$ cat src/rtl/core/fdsp_pkg.sv
// shared constants, codes and interface types of the factor dot-product sigmoid predictor
package fdsp_pkg;

   // default sizes of the factor stores
   localparam int DEF_MAX_USERS    = 1024;
   localparam int DEF_MAX_ITEMS    = 1024;
   localparam int DEF_MAX_CRITERIA = 4;
   localparam int DEF_MAX_FACTORS  = 16;

   // field widths
   localparam int VALUE_W    = 16;
   localparam int SCORE_W    = 16;
   localparam int MAG_W      = 16;
   localparam int CRIT_W     = 2;
   localparam int MODE_W     = 2;
   localparam int REQ_DATA_W = 48;
   localparam int RSP_DATA_W = 16;
   localparam int CSR_IDX_W  = 2;
   localparam int CSR_DATA_W = 8;

   // request kinds carried on req_tuser
   localparam logic [MODE_W-1:0] MODE_WR_USER = 2'd0;
   localparam logic [MODE_W-1:0] MODE_WR_ITEM = 2'd1;
   localparam logic [MODE_W-1:0] MODE_PREDICT = 2'd2;

   // register indexes of the csr port
   localparam logic [CSR_IDX_W-1:0] CSR_FACTORS  = 2'd0;
   localparam logic [CSR_IDX_W-1:0] CSR_CRITERIA = 2'd1;

   // register reset values
   localparam logic [4:0] FACTORS_RESET  = 5'd10;
   localparam logic [2:0] CRITERIA_RESET = 3'd1;

   // request to the sigmoid unit
   typedef struct packed {
      logic             start;
      logic             take;
      logic             neg;
      logic [MAG_W-1:0] mag;
   } sig_req_type;

   // answer of the sigmoid unit
   typedef struct packed {
      logic               valid;
      logic [SCORE_W-1:0] score;
   } sig_rsp_type;

   // index width for a dimension, at least one bit
   function automatic int idx_w(input int n);
      return (n > 1) ? $clog2(n) : 1;
   endfunction

endpackage

$ cat src/rtl/core/fdsp_sigmoid.sv
// multi-cycle sigmoid unit: exponential series, then a bit-serial rounding division
module fdsp_sigmoid (
   input  logic                clock,
   input  logic                reset,
   input  fdsp_pkg::sig_req_type sig_req,
   output fdsp_pkg::sig_rsp_type sig_rsp
);

   localparam int TW        = 42;   // series term, below 2^41
   localparam int EW        = 44;   // series sum, below 2^44
   localparam int DW        = 45;   // denominator
   localparam int NW        = 61;   // rounded numerator
   localparam int HW        = 21;   // half of a term for the split multiply
   localparam int PW        = HW + fdsp_pkg::MAG_W;
   localparam int SW        = PW + HW + 1;
   localparam int XW        = 48;   // dividend of one term step
   localparam int QW        = 17;   // final quotient
   localparam int NMAX      = 48;
   localparam int DIV_STEPS = XW / 8;

   localparam logic [TW-1:0] ONE_T = TW'(33'h1_0000_0000);
   localparam logic [EW-1:0] ONE_E = EW'(33'h1_0000_0000);
   localparam logic [DW-1:0] ONE_D = DW'(33'h1_0000_0000);
   localparam logic [NW-1:0] ONE_N = NW'(49'h1_0000_0000_0000);

   typedef enum logic [10:0] {
      S_IDLE  = 11'b000_0000_0001,
      S_MLO   = 11'b000_0000_0010,
      S_MHI   = 11'b000_0000_0100,
      S_PREP  = 11'b000_0000_1000,
      S_DIV   = 11'b000_0001_0000,
      S_TERM  = 11'b000_0010_0000,
      S_FDEN  = 11'b000_0100_0000,
      S_FNUM  = 11'b000_1000_0000,
      S_FLOAD = 11'b001_0000_0000,
      S_FDIV  = 11'b010_0000_0000,
      S_DONE  = 11'b100_0000_0000
   } sig_state_type;

   sig_state_type state_ff, state_in;

   logic                      neg_ff;
   logic [fdsp_pkg::MAG_W-1:0] mag_ff;
   logic [TW-1:0]             t_ff;
   logic [EW-1:0]             e_ff;
   logic [5:0]                n_ff;
   logic [PW-1:0]             plo_ff;
   logic [PW-1:0]             phi_ff;
   logic [XW-1:0]             dq_ff;
   logic [5:0]                dr_ff;
   logic [2:0]                dcnt_ff;
   logic [DW-1:0]             den_ff;
   logic [NW-1:0]             fd_ff;
   logic [DW-1:0]             fr_ff;
   logic [QW-1:0]             fq_ff;
   logic [4:0]                fcnt_ff;

   logic [XW-1:0] dq_step;
   logic [5:0]    dr_step;
   logic [DW:0]   fr_wide;
   logic          fq_bit;
   logic [SW-1:0] prod_sum;
   logic [NW-1:0] num_sel;

   // eight quotient bits a cycle of the division by the term number
   always_comb begin
      logic [6:0] r7;
      dq_step = dq_ff;
      dr_step = dr_ff;
      for (int k = 0; k < 8; k++) begin
         r7      = {dr_step, dq_step[XW-1]};
         dq_step = {dq_step[XW-2:0], 1'b0};
         if (r7 >= {1'b0, n_ff}) begin
            r7         = r7 - {1'b0, n_ff};
            dq_step[0] = 1'b1;
         end
         dr_step = r7[5:0];
      end
   end

   // one quotient bit a cycle of the final rounding division
   always_comb begin
      fr_wide = {fr_ff, fq_ff[QW-1]};
      fq_bit  = 1'b0;
      if (fr_wide >= {1'b0, den_ff}) begin
         fr_wide = fr_wide - {1'b0, den_ff};
         fq_bit  = 1'b1;
      end
   end

   // term times magnitude from the two partial products, divided by 4096 in the prep step
   assign prod_sum = (SW'(phi_ff) << HW) + SW'(plo_ff);
   assign num_sel  = neg_ff ? ONE_N : (NW'(e_ff) << 16);

   // sequencer
   always_comb begin
      state_in = state_ff;
      case (state_ff)
         S_IDLE:  if (sig_req.start) state_in = S_MLO;
         S_MLO:   state_in = S_MHI;
         S_MHI:   state_in = S_PREP;
         S_PREP:  state_in = S_DIV;
         S_DIV:   if (dcnt_ff == 3'(DIV_STEPS - 1)) state_in = S_TERM;
         S_TERM: begin
            if (dq_ff == '0 || n_ff == 6'(NMAX)) state_in = S_FDEN;
            else state_in = S_MLO;
         end
         S_FDEN:  state_in = S_FNUM;
         S_FNUM:  state_in = S_FLOAD;
         S_FLOAD: state_in = S_FDIV;
         S_FDIV:  if (fcnt_ff == 5'(QW - 1)) state_in = S_DONE;
         S_DONE:  if (sig_req.take) state_in = S_IDLE;
         default: state_in = S_IDLE;
      endcase
   end

   always_ff @(posedge clock) begin
      if (reset) begin
         state_ff <= S_IDLE;
      end else begin
         state_ff <= state_in;
      end
   end

   // datapath
   always_ff @(posedge clock) begin
      case (state_ff)
         S_IDLE: begin
            neg_ff <= sig_req.neg;
            mag_ff <= sig_req.mag;
            t_ff   <= ONE_T;
            e_ff   <= ONE_E;
            n_ff   <= 6'd1;
         end
         S_MLO:  plo_ff <= t_ff[HW-1:0] * mag_ff;
         S_MHI:  phi_ff <= t_ff[TW-1:HW] * mag_ff;
         S_PREP: begin
            dq_ff   <= XW'(prod_sum >> 12);
            dr_ff   <= '0;
            dcnt_ff <= '0;
         end
         S_DIV: begin
            dq_ff   <= dq_step;
            dr_ff   <= dr_step;
            dcnt_ff <= dcnt_ff + 3'd1;
         end
         S_TERM: begin
            e_ff <= e_ff + EW'(dq_ff);
            t_ff <= TW'(dq_ff);
            n_ff <= n_ff + 6'd1;
         end
         S_FDEN: den_ff <= DW'(e_ff) + ONE_D;
         S_FNUM: fd_ff <= num_sel + NW'(den_ff >> 1);
         S_FLOAD: begin
            fr_ff   <= DW'(fd_ff[NW-1:QW]);
            fq_ff   <= fd_ff[QW-1:0];
            fcnt_ff <= '0;
         end
         S_FDIV: begin
            fr_ff   <= fr_wide[DW-1:0];
            fq_ff   <= {fq_ff[QW-2:0], fq_bit};
            fcnt_ff <= fcnt_ff + 5'd1;
         end
         default: ;
      endcase
   end

   // score held until taken, capped at full scale
   assign sig_rsp.valid = (state_ff == S_DONE);
   assign sig_rsp.score = fq_ff[QW-1] ? '1 : fq_ff[QW-2:0];

endmodule

$ cat config.mk
export PLATFORM = sky130hd
export DESIGN_NAME = fdsp_sigmoid
export DESIGN_NICKNAME = d
export VERILOG_FILES = /design/src/rtl/core/fdsp_pkg.sv /design/src/rtl/core/fdsp_sigmoid.sv
export SDC_FILE = /design/constraint.sdc
export NUM_CORES = 2
export LEC_CHECK = 0
export ABC_AREA = 1
export BUFFER_PORTS_ARGS = -buffer_cell sky130_fd_sc_hd__buf_2
export CORE_ASPECT_RATIO = 1.75
export CORE_MARGIN = 2
export CORE_UTILIZATION = 45
export DETAILED_ROUTE_END_ITERATION = 8
export GPL_ROUTABILITY_DRIVEN = 0
export PLACE_DENSITY = 0.7
export SLEW_MARGIN = 20
export SYNTH_ARGS = -nofsm -noshare
export SYNTH_HDL_FRONTEND = slang
export SYNTH_SLANG_ARGS = --single-unit
export TNS_END_PERCENT = 10
$ cat constraint.sdc
create_clock -name clock -period 20.5 [get_ports clock]
set_clock_uncertainty 0.1 [all_clocks]
set_input_delay 4.1 -clock clock [delete_from_list [all_inputs] [get_ports clock]]
set_output_delay 4.1 -clock clock [all_outputs]
set_load 0.05 [all_outputs]
Word level (Yosys, flattened, before mapping)
Cells that the tools add are included.
Cells by class
  $add $sub $neg: 16
  multipliers: 2
  order comparisons: 9
  equal/unequal tests: 18
  mux-type cells: 35
  reductions and logical operators: 6
Operator list (number)
  11-bit one-hot mux with 11 select lines: 1
  48-bit one-hot mux with 2 select lines: 1
  45-bit one-hot mux with 2 select lines: 1
  44-bit one-hot mux with 2 select lines: 1
  42-bit one-hot mux with 2 select lines: 1
  21-bit by 16-bit multiplier with 37-bit output: 2
  60-bit by 44-bit adder with 61-bit output: 1
  60-bit two-way mux: 1
  58-bit by 37-bit adder with 59-bit output: 1
  7-bit by 6-bit >= comparator with 1-bit output: 8
  48-bit zero test: 1
  6-bit two-way mux: 8
  6-bit subtractor: 8
  46-bit by 45-bit >= comparator with 1-bit output: 1
  44-bit by 33-bit adder with 45-bit output (second input constant): 1
  45-bit two-way mux: 1
  45-bit subtractor: 1
  44-bit adder: 1
  11-bit two-way mux: 4
  17-bit one-hot mux with 2 select lines: 1
  6-bit one-hot mux with 2 select lines: 2
  16-bit two-way mux: 1
  11-bit by 1-bit == test with 1-bit output (second input constant): 1
  11-bit by 10-bit == test with 1-bit output (second input constant): 1
  other kinds (23): 36
Word-level totals
  flip-flop bits (word level): 424
  bits of input ports: 21
  output and inout bits: 17
  logic and storage cells: 102

Longest topological paths before layout
  depth after elaboration: 17
  depth in mapped cells: 89
  gate-level depth less buffers: 89

Least setup slack after synthesis
OpenSTA, ideal clock, no wires.
  path type: reg2reg
  start point: register n_ff[1]
  end point: register dr_ff[3], data pin
  setup time: 0.250 ns
  arrival time: 11.727 ns
  data required time: 20.150 ns
  setup slack: 8.422 ns
  cell stages (with the launch flop): 85
  buffers on the path: 0
  cells stage by stage: edfxtp_1 inv_1 ha_1 nand3_1 nand2_1 nand2_2 nand3_4 nand2_1 nand2_1 ha_1 a21oi_1 nand3_1 nand2_1 nand2_1 inv_1 nand3_4 o21ai_0 inv_1 (+49 left out) o21bai_1 a221oi_1 nand3_4 inv_2 nand2_1 o21ai_2 ha_1 a21oi_1 o21bai_1 a21oi_1 inv_1 a21oi_1 o21a_1 inv_1 nor2_1 nand3_1 nand2_1 nor2_1
On the way
  cells in the longest elaborated chain, start to end: 17
RTL lines
  from (decl): line fdsp_sigmoid.sv:46  | logic [5:0] n_ff;
  from (signal assigned): line fdsp_sigmoid.sv:150  | n_ff <= n_ff + 6'd1;
  6-bit subtractor or 7-bit by 6-bit >= comparator with 1-bit output (tied branches): line fdsp_sigmoid.sv:74, fdsp_sigmoid.sv:73
  6-bit two-way mux: line fdsp_sigmoid.sv:73  | if (r7 >= {1'b0, n_ff}) begin
  6-bit subtractor or 7-bit by 6-bit >= comparator with 1-bit output (tied branches): line fdsp_sigmoid.sv:74, fdsp_sigmoid.sv:73
  6-bit two-way mux: line fdsp_sigmoid.sv:73
  6-bit subtractor or 7-bit by 6-bit >= comparator with 1-bit output (tied branches): line fdsp_sigmoid.sv:74, fdsp_sigmoid.sv:73
  6-bit two-way mux: line fdsp_sigmoid.sv:73
  6-bit subtractor or 7-bit by 6-bit >= comparator with 1-bit output (tied branches): line fdsp_sigmoid.sv:74, fdsp_sigmoid.sv:73
  6-bit two-way mux: line fdsp_sigmoid.sv:73
  6-bit subtractor or 7-bit by 6-bit >= comparator with 1-bit output (tied branches): line fdsp_sigmoid.sv:74, fdsp_sigmoid.sv:73
  6-bit two-way mux: line fdsp_sigmoid.sv:73
  7-bit by 6-bit >= comparator with 1-bit output or 6-bit subtractor (tied branches): line fdsp_sigmoid.sv:73, fdsp_sigmoid.sv:74
  6-bit two-way mux: line fdsp_sigmoid.sv:73
  6-bit subtractor or 7-bit by 6-bit >= comparator with 1-bit output (tied branches): line fdsp_sigmoid.sv:74, fdsp_sigmoid.sv:73
  6-bit two-way mux: line fdsp_sigmoid.sv:73
  6-bit subtractor or 7-bit by 6-bit >= comparator with 1-bit output (tied branches): line fdsp_sigmoid.sv:74, fdsp_sigmoid.sv:73
  6-bit two-way mux (*): line fdsp_sigmoid.sv:73
  6-bit one-hot mux with 2 select lines (*): line fdsp_sigmoid.sv:127  | case (state_ff)
  to (signal assigned): line fdsp_sigmoid.sv:144  | dr_ff <= dr_step;
  to (decl): line fdsp_sigmoid.sv:50  | logic [5:0] dr_ff;
Every way passes the cells marked *; elsewhere a longest branch is shown, timed or not.
A chain may end at the register's enable or synchronous reset.

Final worst setup path
Ends and elaborated chain as after synthesis.

==> tab_implementation.tex <==
\begin{tabular}{lr}
\hline
Metric & Value \\
\hline
\multicolumn{2}{l}{\textbf{Routing}} \\
\quad DRT iter0 DRCs & $\sim$2500 \\
\quad Post-detailed-route via-to-cell ratio & 5.44 \\
\quad Detailed-router iteration count before antenna repair & 6 \\
\quad WL per Instance & between 15 and 20 um \\
\quad DR vias & between 30000 and 40000 \\
\quad Overall routed net length & $\sim$130 mm \\
\quad Number of nets with antenna violations after routing & 0 \\
\quad Remaining routing DRC violations & 0 \\
\multicolumn{2}{l}{\textbf{STA}} \\
\quad Slew HR & 24.1\% \\
\quad Final hold violation count & 0 \\
\quad Worst-margin pin slew & between 1000 and 1500 ps \\
\quad Max frequency & approximately 68 MHz \\
\quad Accumulated negative setup slack & 0 ps \\
\quad Number of max-slew violations in the final report & 0 \\
\quad RSZ-0062 raised after global routing & false \\
\quad Share of the clock period used by the worst path & about 70\% \\
\quad Final-report setup violation count & 0 \\
\quad Final critical path time including I/O delays and setup & approximately 15000 ps \\
\multicolumn{2}{l}{\textbf{CTS}} \\
\quad Latest clock arrival within the worst-skew pair & just over 600 ps \\
\quad CTS clk-pin slew, worst paths & 60 ps \\
\quad TritonCTS Buffers & 43 \\
\quad Root buffer cell & clkbuf\_16 \\
\quad CTS Hold Buffers Added & 0 \\
\quad Worst-case clock buffer depth & 3 \\
\quad CTS H-Tree Depth & 2 \\
\quad Cells resized by post-CTS repair & 0 \\
\quad CTS tree & yes \\
\quad Setup repair bufs after CTS & 0 \\
\quad Sink Count & 412 \\
\multicolumn{2}{l}{\textbf{Placement}} \\
\quad Half-perimeter wire length after placement & $\sim$100 mm \\
\quad Placed Instances & 6902 \\
\quad Port Buffer Count & 37 \\
\multicolumn{2}{l}{\textbf{Synthesis}} \\
\quad Sequential cell area fraction in the yosys report & approximately a quarter \\
\quad Cell variety after synth & 61 \\
\quad Number of synthesis warnings & 0 \\
\quad EDFF count, synth & around 400 \\
\quad Predominant post-synthesis flop cell & edfxtp\_1 \\
\quad Async set-or-reset flop fraction in the synthesized netlist & 0\% \\
\quad List of most frequent post-synthesis cells & nand2\_1, inv\_1, fa\_1 \\
\quad Post-synthesis cell count & between 5000 and 6000 \\
\quad Syn\_nets & between 6000 and 7000 \\
\quad Netlist area before placement & around 47000 um2 \\
\quad Post-synthesis cell type with the largest combined area & edfxtp\_1 \\
\quad Top cells by area, synth & edfxtp\_1, fa\_1, ha\_1, nand2\_1, inv\_1 \\
\quad Share of the synthesized area in the top cell type & 25.4\% \\
\quad Count of state elements after synthesis & slightly above 400 \\
\quad Library cell with the highest instance count after synthesis & nand2\_1 \\
\quad Mean cell area of the mapped netlist & $\sim$8.3 um2 \\
\multicolumn{2}{l}{\textbf{Floorplanning}} \\
\quad Num ports & 38 \\
\quad Floorplan die height & $\sim$430 um \\
\quad Number of rows created at floorplan & $\sim$160 \\
\quad Total Die Area & between 100000 and 150000 um2 \\
\quad Core outline area & between 100000 and 150000 um2 \\
\quad Horizontal die dimension & 249 um \\
\quad Initial core utilization & between 40\% and 50\% \\
\multicolumn{2}{l}{\textbf{Global route}} \\
\quad Wire length of the first global-routing pass & roughly 210 mm \\
\quad Maximum number of pins on one net before global-route repair & between 70 and 80 \\
\quad Via count of the first global-routing pass & between 30000 and 40000 \\
\quad All-Layer GR Usage & between 20 and 30\% \\
\quad Number of antenna violations at the first check in global routing & 5 \\
\quad Total global routing overflow & 0 \\
\multicolumn{2}{l}{\textbf{Setup path}} \\
\quad Most used cell, CP & nand2\_1 \\
\quad Required time of the critical path & slightly above 20000 ps \\
\quad Crit-path max FO & 12 \\
\quad Sort of element at the end of the critical path & flip-flop \\
\quad Worst Setup Path Type & flip-flop to flip-flop \\
\quad Worst r2r src & n\_ff[1] \\
\quad Worst setup startpoint & n\_ff[1] \\
\quad Biggest cell delay along the critical path & 810 ps \\
\quad Worst path arrival time & around 15000 ps \\
\quad Slowest cell on the critical path & edfxtp\_1 \\
\quad Worst setup SP type & flip-flop \\
\multicolumn{2}{l}{\textbf{Hold path}} \\
\quad Hold\_sp & den\_ff[10] \\
\quad Worst Hold Class & flip-flop to flip-flop \\
\multicolumn{2}{l}{\textbf{Cells and area}} \\
\quad Area growth from synthesis to layout & 6.26\% \\
\quad Filler-free cell count of the finished design & $\sim$7000 \\
\quad Share of post-route cells with drive strength above 1 & approximately 3.6\% \\
\quad Nets & between 6000 and 7000 \\
\multicolumn{2}{l}{\textbf{Flow run}} \\
\quad Maximum capacitance violations & 0 \\
\multicolumn{2}{l}{\textbf{Outcome}} \\
\quad Result of the run & finished, final reports clean \\
\hline
\end{tabular}
==> layout make-up <==
cell class	count	area, um2
sequential	412	12300
timing repair buffer	79	500
antenna	1	2.50
tap	1351	1690
clock buffer	52	1130
inverter	1237	4640
clock inverter	27	367
fill	9895	54100
multi-input combinational	3823	29800
==> state kept, by name, summed over array words and instances (netlist names), 17 cells and up <==
register / flops
t_ff: 42
plo_ff: 25
den_ff: 45
e_ff: 44
fd_ff: 61
fr_ff: 45
fq_ff: 17
dq_ff: 48
phi_ff: 37
==> cell usage in the layout (no fill, tap or decap), types with 7 or more instances in the layout <==
cell type,n
nand3_1,114
inv_1,1230
a21o_1,7
xnor2_1,81
or2_2,8
ha_1,402
nand3_4,10
a31oi_1,33
fa_1,539
nand4_1,41
a21oi_1,324
o21ai_0,226
dfxtp_1,11
clkbuf_1,7
bufinv_16,7
clkbuf_16,43
edfxtp_1,401
nor4_1,20
nor3_1,31
nor2_1,339
buf_2,37
nand2_1,1323
nand2_4,7
o21bai_1,13
a21boi_0,12
buf_4,42
o211ai_1,48
o21ai_1,8
clkinv_1,7
o21a_1,33
xor2_1,126
==> per-stage QoR <==
step,utilization (%),cell area (um2),hold WS (ps),worst slack [ps]
2_1_floorplan,-,47400,326,8420
6_report,48.2,50400,359,5780
3_5_place_dp,46.8,48900,345,6110
4_1_cts,48.2,50400,366,6020
3_3_place_gp,46.8,48900,336,6570
5_1_grt,48.2,50400,379,4540
==> logic make-up (layout without fill, tap and decap cells) <==
group / count (synthesis) / after routing / share of synthesized area [%]
xor+xnor: 207 / 207 / 3.82
compound gates: 748 / 748 / 8.92
other cells: 0 / 1 / 0
flops: 412 / 412 / 25.9
fa+ha+maj: 941 / 941 / 33.4
buf+inv: 1446 / 1395 / 11.4
simple gates: 1927 / 1927 / 16.6
==> final timing paths <==
path / to / slack [ps] / cells after the start
hold / removal: fd_ff[9] / 360 / 0
setup reg to reg: dr_ff[3] / 5780 / 81
setup / recovery: dr_ff[3] / 5780 / 81
hold reg to reg: fd_ff[9] / 360 / 0
==> worst max-delay path, delay by kind of cell (launching register included) <==
family | cells | cell delay [ps]
and+or+nand+nor | 32 | 3510
DFF | 1 | 810
AOI/OAI and AO/OA | 29 | 5770
buffers and inverters | 12 | 1570
adders and majority gates | 8 | 2720
==> per-layer routing <==
layer	GRT usage (%)	wire (um)
met3	3.43	7000
met5	0	42
met4	20.9	13400
met1	25.1	44600
met2	46.6	68800
Power is not shown: default switching activity piles up to over one toggle a cycle in this logic, so the estimate is an artifact.
